### config.mk
export PLATFORM = sky130hd
export DESIGN_NAME = trc_front
export DESIGN_NICKNAME = d
export VERILOG_FILES = /design/src/design/trc_pkg.sv /design/src/design/trc_front.sv
export SDC_FILE = /design/constraint.sdc
export NUM_CORES = 1
export LEC_CHECK = 0
export BUFFER_PORTS_ARGS = -buffer_cell sky130_fd_sc_hd__buf_4
export CAP_MARGIN = 20
export CORE_MARGIN = 5
export CORE_UTILIZATION = 46
export CTS_CLUSTER_DIAMETER = 100
export DETAILED_ROUTE_END_ITERATION = 8
export PLACE_DENSITY = 0.71
export SETUP_SLACK_MARGIN = 0.02
export SLEW_MARGIN = 15
export SYNTH_ARGS = -nofsm -noshare
export SYNTH_HDL_FRONTEND = slang
export SYNTH_SLANG_ARGS = --single-unit
### constraint.sdc
create_clock -name clk_i -period 19.2 [get_ports clk_i]
set_input_delay 0.96 -clock clk_i [delete_from_list [all_inputs] [get_ports clk_i]]
set_output_delay 0.96 -clock clk_i [all_outputs]
set_load 0.01 [all_outputs]
### src/design/trc_pkg.sv
`timescale 1ns / 1ps
package trc_pkg;

  localparam int unsigned MULT_W = 32;
  localparam int unsigned ELEM_W = 32;
  localparam int unsigned SUM_W  = 64;

  // Bus widths: fields packed from the lowest bit up, padded to whole bytes.
  localparam int unsigned S_TDATA_W = 136;
  localparam int unsigned M_TDATA_W = 72;

  localparam int unsigned QUEUE_DEPTH = 2;
  localparam int unsigned QPTR_W      = $clog2(QUEUE_DEPTH);
  localparam int unsigned QCNT_W      = $clog2(QUEUE_DEPTH + 1);

  localparam int unsigned SHIFT_W = $clog2(MULT_W);

  localparam logic signed [SUM_W-1:0] SUM_MAX = {1'b0, {(SUM_W-1){1'b1}}};
  localparam logic signed [SUM_W-1:0] SUM_MIN = {1'b1, {(SUM_W-1){1'b0}}};

  // One element pair after classification by the front end.
  typedef struct packed {
    logic signed [MULT_W-1:0] mult1;
    logic signed [MULT_W-1:0] mult2;
    logic signed [ELEM_W-1:0] elem1;
    logic signed [ELEM_W-1:0] elem2;
    logic                     rev;
    logic                     start;
    logic                     skip_reduce;
    logic                     last;
  } item_t;

  typedef struct packed {
    logic              start;
    logic [MULT_W-1:0] mag1;
    logic [MULT_W-1:0] mag2;
  } gcd_req_t;

  typedef struct packed {
    logic              done;
    logic [MULT_W-1:0] quo1;
    logic [MULT_W-1:0] quo2;
  } gcd_rsp_t;

endpackage

### src/design/trc_front.sv
`timescale 1ns / 1ps
module trc_front (
  input  logic                           clk_i,
  input  logic                           rst_ni,
  input  logic                           s_axis_tvalid_i,
  output logic                           s_axis_tready_o,
  input  logic [trc_pkg::S_TDATA_W-1:0]  s_axis_tdata_i,
  input  logic                           s_axis_tuser_i,
  input  logic                           s_axis_tlast_i,
  output logic                           q_valid_o,
  output trc_pkg::item_t                 q_item_o,
  input  logic                           q_pop_i
);

  localparam int unsigned MW = trc_pkg::MULT_W;
  localparam int unsigned EW = trc_pkg::ELEM_W;

  trc_pkg::item_t               mem_q [trc_pkg::QUEUE_DEPTH];
  trc_pkg::item_t               item_in;
  logic [trc_pkg::QPTR_W-1:0]   wr_ptr_q, rd_ptr_q;
  logic [trc_pkg::QCNT_W-1:0]   cnt_q;
  logic                         push;

  // Unpack the bus and tag the pair: a row start with a zero multiplier
  // bypasses the reduction.
  always_comb begin
    item_in.mult1       = $signed(s_axis_tdata_i[MW-1:0]);
    item_in.mult2       = $signed(s_axis_tdata_i[2*MW-1:MW]);
    item_in.elem1       = $signed(s_axis_tdata_i[2*MW+EW-1:2*MW]);
    item_in.elem2       = $signed(s_axis_tdata_i[2*MW+2*EW-1:2*MW+EW]);
    item_in.rev         = s_axis_tdata_i[2*MW+2*EW] & s_axis_tdata_i[2*MW+2*EW+1];
    item_in.start       = s_axis_tuser_i;
    item_in.skip_reduce = (item_in.mult1 == '0) || (item_in.mult2 == '0);
    item_in.last        = s_axis_tlast_i;
  end

  assign s_axis_tready_o = (cnt_q != trc_pkg::QCNT_W'(trc_pkg::QUEUE_DEPTH));
  assign push            = s_axis_tvalid_i && s_axis_tready_o;
  assign q_valid_o       = (cnt_q != '0);
  assign q_item_o        = mem_q[rd_ptr_q];

  function automatic logic [trc_pkg::QPTR_W-1:0] next_ptr(
    input logic [trc_pkg::QPTR_W-1:0] p
  );
    if (p == trc_pkg::QPTR_W'(trc_pkg::QUEUE_DEPTH - 1)) begin
      return '0;
    end
    return p + 1'b1;
  endfunction

  always_ff @(posedge clk_i or negedge rst_ni) begin
    if (!rst_ni) begin
      wr_ptr_q <= '0;
      rd_ptr_q <= '0;
      cnt_q    <= '0;
    end else begin
      if (push) begin
        wr_ptr_q <= next_ptr(wr_ptr_q);
      end
      if (q_pop_i) begin
        rd_ptr_q <= next_ptr(rd_ptr_q);
      end
      if (push && !q_pop_i) begin
        cnt_q <= cnt_q + 1'b1;
      end else if (!push && q_pop_i) begin
        cnt_q <= cnt_q - 1'b1;
      end
    end
  end

  always_ff @(posedge clk_i) begin
    if (push) begin
      mem_q[wr_ptr_q] <= item_in;
    end
  end

endmodule

==> flow_summary.toml <==
[run_status]
outcome = "finished clean"

[cells_and_area]
post_route_cells_drive_above_1_share_pct = 58.8
diodes = 0
register_area_um2 = 8030
fillCellCount = 1588
synthToLayoutAreaGrowth_pct = 31.2
multi_input_area_um2 = 1990
nNetsFinal = 883
post-route-util_pct = 61.1

[clock_tree]
cts.sink_count = 268
clock_latency_ns = 0.52
ctsHoldBuffers = 0
root_buffer = "clkbuf_16"
postCtsSetupBuffers = 0
cts.path.max_buffers = 3
path_clk_slew_ns = 0.06
cts_tree = "done"
ctsResizeCount = 0
cts_htree_levels = 1
numCtsBuffers = 28

[yosys]
synth.net_count = 594
yosys.area_share.simple_pct = 1.59
synth_warnings = 0
syn-cell-area_um2 = 10100
synth_top_family_by_area = "multiplexers"
ys_ff_latch = 268
syn_avg_cell_area_um2 = 22.5
yosys.area_share.xor_xnor_pct = 0.432
synth.area.mux_share_pct = 17.3
ys_seq_area_share_pct = 79.2
yosysUniqueCellTypes = 19
synth_fa_ha_area_share_pct = 0.123
netlist_instances = 451
synth-compound-area-share_pct = 0.0617

[grt]
grt_pass1_wl_mm = 29.9
overflow = 0
antenna_found_initial = 0
grt_usage_pct = 15.4
grt_pass1_vias = 5441
grt_max_degree = 78

[floorplanning]
die_y_um = 158
num_rows = 54
die_w_um = 158
ios = 276
start_util_pct = 46.6
die_area_um2 = 25100
core-area_um2 = 21800

[detailed_routing]
ant_nets = 0
wl_per_cell_um = 19.6
drt_first_pass_iters = 4
vias_per_cell = 4.97
drtIter0Drc = 291
remaining_drc_errors = 0
vias = 5155
wirelength_mm = 20.4

[placed_design]
dp_hpwl_mm = 14.1
dpl_worst_slack_ns = 15.47
io_buffer_count = 269
place.gp.congestion = 0.784

[timing]
rsz0062_at_grt = "false"
hold_slack_ns = 0.219
worst_pin_slew_ns = 1.04
setup_violations = 0
period_share_pct = 21.0
slew_violations = 0
fmax_mhz = 248
final.setup_skew_ns = 0.0155
slew_headroom_pct = 30.6
hold_violations = 0
fin_crit_ns = 4.04
tns_ns = 0
setup_ws_ns = 15.16

[min_path]
min_path_type = "in -> async"

[setup_path]
critPathKind = "reg -> out"
cp.required_ns = 18.24
cp.arrival_ns = 3.08
worst_setup_path_end_kind = "output port"
critPathLaunchType = "flop"
path_max_fanout = 57

[power]
ir_drop_mv = 0.0862
pwr_density_cell_nw_per_um2 = 151
power_leakage_nw = 5.12

[run]
max_cap_violations = 0
[area by class of cell]
class | count | share of cell area [%]
Clock buffer | 34 | 5.44
Multi-Input combinational cell | 166 | 14.9
Sequential cell | 268 | 60.4
Clock inverter | 14 | 0.959
Timing Repair Buffer | 274 | 15.6
Tap cell | 280 | 2.63
Inverter | 2 | 0.0564
[routing by layer]
metal	GRT usage, %	vias up	wire length (µm)	share of wire [%]
li1	-	2389	-	-
met5	0	-	0	0
met1	19.3	2553	7690	38
met4	3.94	0	314	1.5
met3	3.78	21	1580	7.7
met2	27.1	192	10800	53
[logic make-up (layout without fill, tap and decap cells)]
logic type               after synthesis  count (layout)
adder cells (fa/ha/maj)                1               1
buffers and inverters                 17             324
multiplexers                         132             132
AO/OA/AOI/OAI                          1               1
AND/OR/NAND/NOR                       27              27
flip-flops                           268             268
XOR/XNOR                               5               5
[power breakdown]
part	switching, mW	internal, mW
Combinational	0.312	0.356
Sequential	0.0421	0.803
Clock	0.203	0.293
Total	0.556	1.45
[worst max-delay path, cell delays in order (launching register included)]
cell	delay (ns)
dfrtp_4	0.67
buf_16	0.32
buf_4	0.84
mux2_2	0.43
buf_4	0.15
[state kept, by name (all words and copies together) (netlist names)]
name      flops
wr_ptr_q      1
cnt_q         2
rd_ptr_q      1
mem_q       264
[final timing paths]
kind | slack (ns) | cells after the start | startpoint | end
max | 15.16 | 4 | rd_ptr_q | q_item_o[109]
min | 0.22 | 1 | rst_ni | rd_ptr_q
max reg2reg | 16.45 | 3 | cnt_q[0] | mem_q[1][124]
min reg2reg | 0.53 | 1 | cnt_q[1] | cnt_q[1]
max in group asynchronous | 18.87 | 1 | rst_ni | rd_ptr_q
min in group clk_i | 0.53 | 1 | cnt_q[1] | cnt_q[1]
[cells in the mapped netlist]
cell,count,area share (%)
nand2b_1,1,0.062
buf_2,6,0.30
or2_2,1,0.062
dfrtp_1,4,0.99
o22ai_1,1,0.062
mux2_4,70,10
edfxtp_1,264,78
and2_1,1,0.062
nand4_1,4,0.25
inv_1,2,0.074
xnor2_1,2,0.17
xor2_1,3,0.26
nor2_1,2,0.074
nor4_1,16,0.99
ha_1,1,0.12
buf_6,9,1.0
and3_1,1,0.062
nand2_1,1,0.037
mux2_2,62,6.9
[per-stage QoR]
| step | instance area [µm²] | power (mW) | cells |
|---|---|---|---|
| final | 13300 | 2.01 | 1038 |
| after global routing | 13300 | 2.10 | 1038 |
| after CTS | 13300 | 2.03 | 1037 |
| after detailed placement | 12400 | 1.53 | 989 |
| after global placement | 12400 | 1.51 | 989 |
| after floorplan | 10100 | 1.26 | 451 |
[placed cells by master (no fill, tap or decap), types with 2 or more instances in the layout]
cell and instances:
clkinv_1 6, mux2_2 62, clkinv_2 4, bufinv_16 2, xor2_1 3, inv_1 2
clkbuf_16 28, xnor2_1 2, mux2_4 70, dfrtp_1 3, buf_4 273, nand4_1 4
edfxtp_1 264, clkbuf_1 6, nor4_1 16
Power figures use the tool's default switching activity.
