$ cat src/design/trc_pkg.sv
`timescale 1ns / 1ps
package trc_pkg;

  localparam int unsigned MULT_W = 32;
  localparam int unsigned ELEM_W = 32;
  localparam int unsigned SUM_W  = 64;

  // Bus widths: fields packed from the lowest bit up, padded to whole bytes.
  localparam int unsigned S_TDATA_W = 136;
  localparam int unsigned M_TDATA_W = 72;

  localparam int unsigned QUEUE_DEPTH = 2;
  localparam int unsigned QPTR_W      = $clog2(QUEUE_DEPTH);
  localparam int unsigned QCNT_W      = $clog2(QUEUE_DEPTH + 1);

  localparam int unsigned SHIFT_W = $clog2(MULT_W);

  localparam logic signed [SUM_W-1:0] SUM_MAX = {1'b0, {(SUM_W-1){1'b1}}};
  localparam logic signed [SUM_W-1:0] SUM_MIN = {1'b1, {(SUM_W-1){1'b0}}};

  // One element pair after classification by the front end.
  typedef struct packed {
    logic signed [MULT_W-1:0] mult1;
    logic signed [MULT_W-1:0] mult2;
    logic signed [ELEM_W-1:0] elem1;
    logic signed [ELEM_W-1:0] elem2;
    logic                     rev;
    logic                     start;
    logic                     skip_reduce;
    logic                     last;
  } item_t;

  typedef struct packed {
    logic              start;
    logic [MULT_W-1:0] mag1;
    logic [MULT_W-1:0] mag2;
  } gcd_req_t;

  typedef struct packed {
    logic              done;
    logic [MULT_W-1:0] quo1;
    logic [MULT_W-1:0] quo2;
  } gcd_rsp_t;

endpackage

$ cat src/design/trc_gcd.sv
`timescale 1ns / 1ps
module trc_gcd (
  input  logic                clk_i,
  input  logic                rst_ni,
  input  trc_pkg::gcd_req_t   req_i,
  output trc_pkg::gcd_rsp_t   rsp_o
);

  localparam int unsigned MW = trc_pkg::MULT_W;

  typedef enum logic [1:0] {
    G_IDLE,
    G_REDUCE,
    G_DIVIDE
  } gstate_e;

  gstate_e                      state_q, state_d;
  logic [MW-1:0]                p_q, p_d, q_q, q_d, g_q, g_d;
  logic [trc_pkg::SHIFT_W-1:0]  k_q, k_d, cnt_q, cnt_d;
  logic [MW-1:0]                n1_q, n1_d, n2_q, n2_d;
  logic [MW-1:0]                r1_q, r1_d, r2_q, r2_d;
  logic                         done_q, done_d;
  logic [MW:0]                  t1, t2;
  logic                         ge1, ge2;

  // One restoring division step for each dividend against the shared divisor.
  always_comb begin
    t1  = {r1_q, n1_q[MW-1]};
    t2  = {r2_q, n2_q[MW-1]};
    ge1 = (t1 >= {1'b0, g_q});
    ge2 = (t2 >= {1'b0, g_q});
  end

  always_comb begin
    state_d = state_q;
    p_d     = p_q;
    q_d     = q_q;
    g_d     = g_q;
    k_d     = k_q;
    cnt_d   = cnt_q;
    n1_d    = n1_q;
    n2_d    = n2_q;
    r1_d    = r1_q;
    r2_d    = r2_q;
    done_d  = 1'b0;
    case (state_q)
      G_IDLE: begin
        if (req_i.start) begin
          p_d     = req_i.mag1;
          q_d     = req_i.mag2;
          n1_d    = req_i.mag1;
          n2_d    = req_i.mag2;
          k_d     = '0;
          state_d = G_REDUCE;
        end
      end
      G_REDUCE: begin
        // Binary form of Euclid's method: one shift or one subtract a step.
        if (p_q == q_q) begin
          g_d     = p_q << k_q;
          r1_d    = '0;
          r2_d    = '0;
          cnt_d   = '0;
          state_d = G_DIVIDE;
        end else if (!p_q[0] && !q_q[0]) begin
          p_d = p_q >> 1;
          q_d = q_q >> 1;
          k_d = k_q + 1'b1;
        end else if (!p_q[0]) begin
          p_d = p_q >> 1;
        end else if (!q_q[0]) begin
          q_d = q_q >> 1;
        end else if (p_q > q_q) begin
          p_d = p_q - q_q;
        end else begin
          q_d = q_q - p_q;
        end
      end
      G_DIVIDE: begin
        r1_d  = ge1 ? MW'(t1 - {1'b0, g_q}) : t1[MW-1:0];
        r2_d  = ge2 ? MW'(t2 - {1'b0, g_q}) : t2[MW-1:0];
        n1_d  = {n1_q[MW-2:0], ge1};
        n2_d  = {n2_q[MW-2:0], ge2};
        cnt_d = cnt_q + 1'b1;
        if (cnt_q == trc_pkg::SHIFT_W'(MW - 1)) begin
          done_d  = 1'b1;
          state_d = G_IDLE;
        end
      end
      default: begin
        state_d = G_IDLE;
      end
    endcase
  end

  always_ff @(posedge clk_i or negedge rst_ni) begin
    if (!rst_ni) begin
      state_q <= G_IDLE;
      done_q  <= 1'b0;
      k_q     <= '0;
      cnt_q   <= '0;
    end else begin
      state_q <= state_d;
      done_q  <= done_d;
      k_q     <= k_d;
      cnt_q   <= cnt_d;
    end
  end

  always_ff @(posedge clk_i) begin
    p_q  <= p_d;
    q_q  <= q_d;
    g_q  <= g_d;
    n1_q <= n1_d;
    n2_q <= n2_d;
    r1_q <= r1_d;
    r2_q <= r2_d;
  end

  assign rsp_o.done = done_q;
  assign rsp_o.quo1 = n1_q;
  assign rsp_o.quo2 = n2_q;

endmodule

$ cat config.mk
export PLATFORM = sky130hd
export DESIGN_NAME = trc_gcd
export DESIGN_NICKNAME = d
export VERILOG_FILES = /design/src/design/trc_pkg.sv /design/src/design/trc_gcd.sv
export SDC_FILE = /design/constraint.sdc
export NUM_CORES = 1
export LEC_CHECK = 0
export BUFFER_PORTS_ARGS = -buffer_cell sky130_fd_sc_hd__buf_2
export CORE_MARGIN = 2
export CORE_UTILIZATION = 55
export CTS_BUF_LIST = sky130_fd_sc_hd__clkbuf_16
export CTS_CLUSTER_DIAMETER = 60
export CTS_CLUSTER_SIZE = 14
export DETAILED_ROUTE_END_ITERATION = 8
export PLACE_DENSITY = 0.73
export SLEW_MARGIN = 20
export SYNTH_ARGS = -nofsm -noshare
export SYNTH_HDL_FRONTEND = slang
export SYNTH_SLANG_ARGS = --single-unit
$ cat constraint.sdc
create_clock -name clk_i -period 10.4 [get_ports clk_i]
set_clock_uncertainty 0.1 [all_clocks]
set_input_delay 1.04 -clock clk_i [delete_from_list [all_inputs] [get_ports clk_i]]
set_output_delay 1.04 -clock clk_i [all_outputs]
set_load 0.005 [all_outputs]
==> parameters.txt <==
Parameter                              Value

Placed design
  Global placer's final weighted congestion ... 0.950
  I/O Buffers ... 131
  DP HPWL ... 37700 microns

Route
  Per-cell via count in the routed design ... 5.98
  Violation count after the first detailed-routing iteration ... 1156
  Total wire length ... 50200 microns
  Count of nets left with antenna violations after detail routing ... 0
  Vias post-DR ... 16000
  DRC ... 0
  Number of detailed-routing iterations run before antenna repair ... 5
  Post-DR wirelength/cell ... 18.8 microns

Synth
  Distinct cells, synth ... 85
  Most frequently used flop master after synthesis ... sky130_fd_sc_hd__edfxtp_1
  Mapped Area ... 18800 sq um
  Sequential share of the synthesized area ... 0.376
  Cell type with the highest aggregate area in the netlist ... sky130_fd_sc_hd__edfxtp_1
  Post-synthesis net count ... 2358
  Top-area cell type share of the netlist area ... 0.358
  Mean cell area of the mapped netlist ... 8.71 sq um
  Number of enable flip-flop cells after synthesis ... 224
  Gate count of the mapped netlist ... 2156
  FFs w/ async S/R, synth ... 0.0549
  FF+latch count, synth ... 237
  Synth warnings ... 0
  Cells taking the most area after synthesis ... sky130_fd_sc_hd__edfxtp_1 (36%), sky130_fd_sc_hd__ha_1 (8.7%), sky130_fd_sc_hd__nand2_1 (7.0%)

GRT
  Wire length of the first global-routing pass ... 80900 microns
  Overflow left after global routing ... 0
  Number of global-route vias before repair ... 15500
  Number of antenna violations at the first check in global routing ... 0
  Largest net degree at the start of global routing ... 76
  Total track usage ... 0.279

CTS
  Library cell used as clock root buffer ... sky130_fd_sc_hd__clkbuf_16
  Clock tree from TritonCTS ... yes
  # clock sinks ... 237
  Post_cts resized ... 0
  Later-pin clock latency in the skew report ... 0.56 ns
  CTS Hold Buffers Added ... 0
  Clock transition at the registers of the reported paths ... 0.06 ns
  Clock buffer depth ... 3
  CTS H-Tree Depth ... 1
  Post-CTS setup buffers ... 0
  Number of clock buffers inserted by TritonCTS ... 27

Cells and area
  # nets final ... 2411
  Growth of design area from synthesis to finish ... 9.49%
  Total of fill cells in the finished design ... 2889
  Number of antenna diodes ... 0
  Fraction of final layout cells sized beyond drive strength 1 ... 0.106
  Combined area of the multi-input logic cells ... 10800 sq um
  Storage element area ... 7050 sq um
  Layout Utilization ... 0.613

Critical path
  Capture instance of the worst register-to-register path ... p_q[5]
  Worst r2r path cells ... 14
  Critical Path Source Type ... flop
  FF-to-FF setup slack ... 6.12 ns
  Worst reg2reg startpoint ... p_q[0]
  Worst Setup Path Type ... flop to flop
  Maximum fanout along the worst path ... 24
  Worst endpoint required time ... 10.61 ns
  Crit path DAT ... 4.49 ns
  Crit. End Element ... flop

Floorplanning
  Number of placement rows ... 67
  Core area ... 33500 sq um
  Height of the die ... 189 microns
  I/O pin count ... 132
  Die Wd ... 189 microns
  Initial core utilization ... 0.560
  Die area ... 35600 sq um

Timing
  Slew Limit Headroom ... 0.319
  Unrepaired setup endpoints after global routing ... false
  Fin crit period ... 4.28 ns
  Crit share post-route ... 0.412
  Final hold viol count ... 0
  Tightest Pin Transition ... 1.02 ns
  Final setup viols ... 0
  Worst hold margin ... 0.267 ns
  Highest Clock Rate ... 234 MHz
  Sum of negative setup slack ... 0 ns
  Max-slew violation count ... 0

Status
  Result of the run ... finished clean

Pwr
  Leak Pwr ... 8.68 nW
  Peak supply drop ... 0.000123 V
  Power density cells ... 102 nW/um^2

Hold path
  Path type of the worst min-delay path ... input port to asynchronous set/reset pin

Flow run
  MaxCap Viol Count ... 0
[kinds of logic (layout without fill, tap and decap cells)]
| kind of cell | Yosys count | after routing | share of synthesized area |
|---|---|---|---|
| AND/OR/NAND/NOR | 767 | 767 | 0.175 |
| AO/OA/AOI/OAI | 575 | 575 | 0.201 |
| buffers and inverters | 245 | 316 | 0.0524 |
| flip-flops | 237 | 237 | 0.376 |
| adder cells (fa/ha/maj) | 135 | 135 | 0.0916 |
| XOR/XNOR | 116 | 116 | 0.0541 |
| multiplexers | 81 | 81 | 0.0503 |
[cell usage after synthesis, types with 8 or more instances]
cell	count
sky130_fd_sc_hd__o21ai_1	8
sky130_fd_sc_hd__a31oi_1	13
sky130_fd_sc_hd__o211ai_1	16
sky130_fd_sc_hd__mux4_2	10
sky130_fd_sc_hd__nor2_1	248
sky130_fd_sc_hd__dfrtp_1	13
sky130_fd_sc_hd__inv_1	124
sky130_fd_sc_hd__o21a_1	23
sky130_fd_sc_hd__o21ai_0	122
sky130_fd_sc_hd__and2_1	11
sky130_fd_sc_hd__xor2_1	46
sky130_fd_sc_hd__a21oi_1	154
sky130_fd_sc_hd__a22oi_1	10
sky130_fd_sc_hd__o21bai_1	15
sky130_fd_sc_hd__edfxtp_1	224
sky130_fd_sc_hd__nor3_1	25
sky130_fd_sc_hd__ha_1	131
sky130_fd_sc_hd__buf_1	12
sky130_fd_sc_hd__nand2_1	349
sky130_fd_sc_hd__nand3_1	31
sky130_fd_sc_hd__a221oi_1	33
sky130_fd_sc_hd__o22ai_1	13
sky130_fd_sc_hd__mux2i_1	64
sky130_fd_sc_hd__nand4_1	20
sky130_fd_sc_hd__and3_1	11
sky130_fd_sc_hd__a211oi_1	26
sky130_fd_sc_hd__xnor2_1	70
sky130_fd_sc_hd__buf_2	19
sky130_fd_sc_hd__o31ai_1	8
sky130_fd_sc_hd__a21o_1	77
sky130_fd_sc_hd__nor2b_1	20
sky130_fd_sc_hd__clkbuf_1	82
sky130_fd_sc_hd__nand2b_1	18
[per-layer routing]
layer	vias up	track usage	wire length [microns]
met4	0	0.0983	1850
met2	520	0.480	24300
met3	101	0.0285	2400
li1	7810	-	-
met5	-	0	0
met1	7562	0.368	21700
[per-stage QoR]
stage	setup slack [ns]	power, mW	std cells	instance area [sq um]
after global routing	5.75	2.14	2675	20600
final	6.12	2.09	2675	20600
after CTS	6.21	2.10	2675	20600
after global placement	6.36	1.08	2628	19600
after floorplan	6.05	1.06	2156	18800
after detailed placement	6.23	1.08	2628	19600
[state kept, by name, indices dropped and copies added, names as in the netlist]
register,flops
n1_q,32
r2_q,32
r1_q,32
state_q,2
done_q,1
n2_q,32
q_q,32
cnt_q,5
g_q,32
p_q,32
k_q,5
[area by class of cell]
type | instances | share of cell area
inverters | 125 | 0.0228
well taps | 448 | 0.0273
clock buffers | 27 | 0.0329
repair buffers | 144 | 0.0367
clock inverters | 20 | 0.0131
flip-flops and latches | 237 | 0.343
multi-input cells | 1674 | 0.524
[power breakdown]
part / leakage [nW] / switching (mW) / total [mW] / internal, mW
sequential: 2.11 / 0 / 1.03 / 1.03
combinational: 6.11 / 0.0164 / 0.0301 / 0.0137
clock: 0.458 / 0.421 / 1.02 / 0.604
total: 8.68 / 0.437 / 2.09 / 1.65
[how the worst max path moves through the flow]
stage / start / endpoint / slack, ns / cells after the start
detailed placement: p_q[0] / p_q[5] / 6.23 / 14
floorplan: req_i[64] / n1_q[0] / 6.05 / 2
global placement: p_q[0] / p_q[5] / 6.36 / 14
finish: p_q[0] / p_q[5] / 6.12 / 14
global route: p_q[0] / p_q[23] / 5.75 / 14
CTS: p_q[0] / p_q[5] / 6.21 / 14
[worst max-delay path, cell delays in order (launching register included)]
cell and delay, ns:
sky130_fd_sc_hd__edfxtp_1 0.48, sky130_fd_sc_hd__inv_1 0.16, sky130_fd_sc_hd__ha_1 0.21, sky130_fd_sc_hd__inv_1 0.07, sky130_fd_sc_hd__fa_1 0.41, sky130_fd_sc_hd__a211oi_1 0.25, sky130_fd_sc_hd__nor2_1 0.12, sky130_fd_sc_hd__o31ai_1 0.41
sky130_fd_sc_hd__a21oi_1 0.26, sky130_fd_sc_hd__nand3b_1 0.18, sky130_fd_sc_hd__nand3_2 0.39, sky130_fd_sc_hd__and3_1 0.35, sky130_fd_sc_hd__buf_4 0.21, sky130_fd_sc_hd__a221oi_1 0.32, sky130_fd_sc_hd__nor2_1 0.07
[placed cells by master (no fill, tap or decap), types with 20 or more instances in the layout]
cell type,count
sky130_fd_sc_hd__a211oi_1,26
sky130_fd_sc_hd__a21o_1,77
sky130_fd_sc_hd__a21oi_1,154
sky130_fd_sc_hd__a221oi_1,33
sky130_fd_sc_hd__buf_2,131
sky130_fd_sc_hd__clkbuf_16,27
sky130_fd_sc_hd__edfxtp_1,224
sky130_fd_sc_hd__ha_1,131
sky130_fd_sc_hd__inv_1,125
sky130_fd_sc_hd__mux2i_1,64
sky130_fd_sc_hd__nand2_1,348
sky130_fd_sc_hd__nand3_1,31
sky130_fd_sc_hd__nand4_1,20
sky130_fd_sc_hd__nor2_1,247
sky130_fd_sc_hd__nor3_1,25
sky130_fd_sc_hd__o21a_1,23
sky130_fd_sc_hd__o21ai_0,122
sky130_fd_sc_hd__xnor2_1,70
sky130_fd_sc_hd__xor2_1,46
Note: power is estimated with default switching activity, not from simulation.
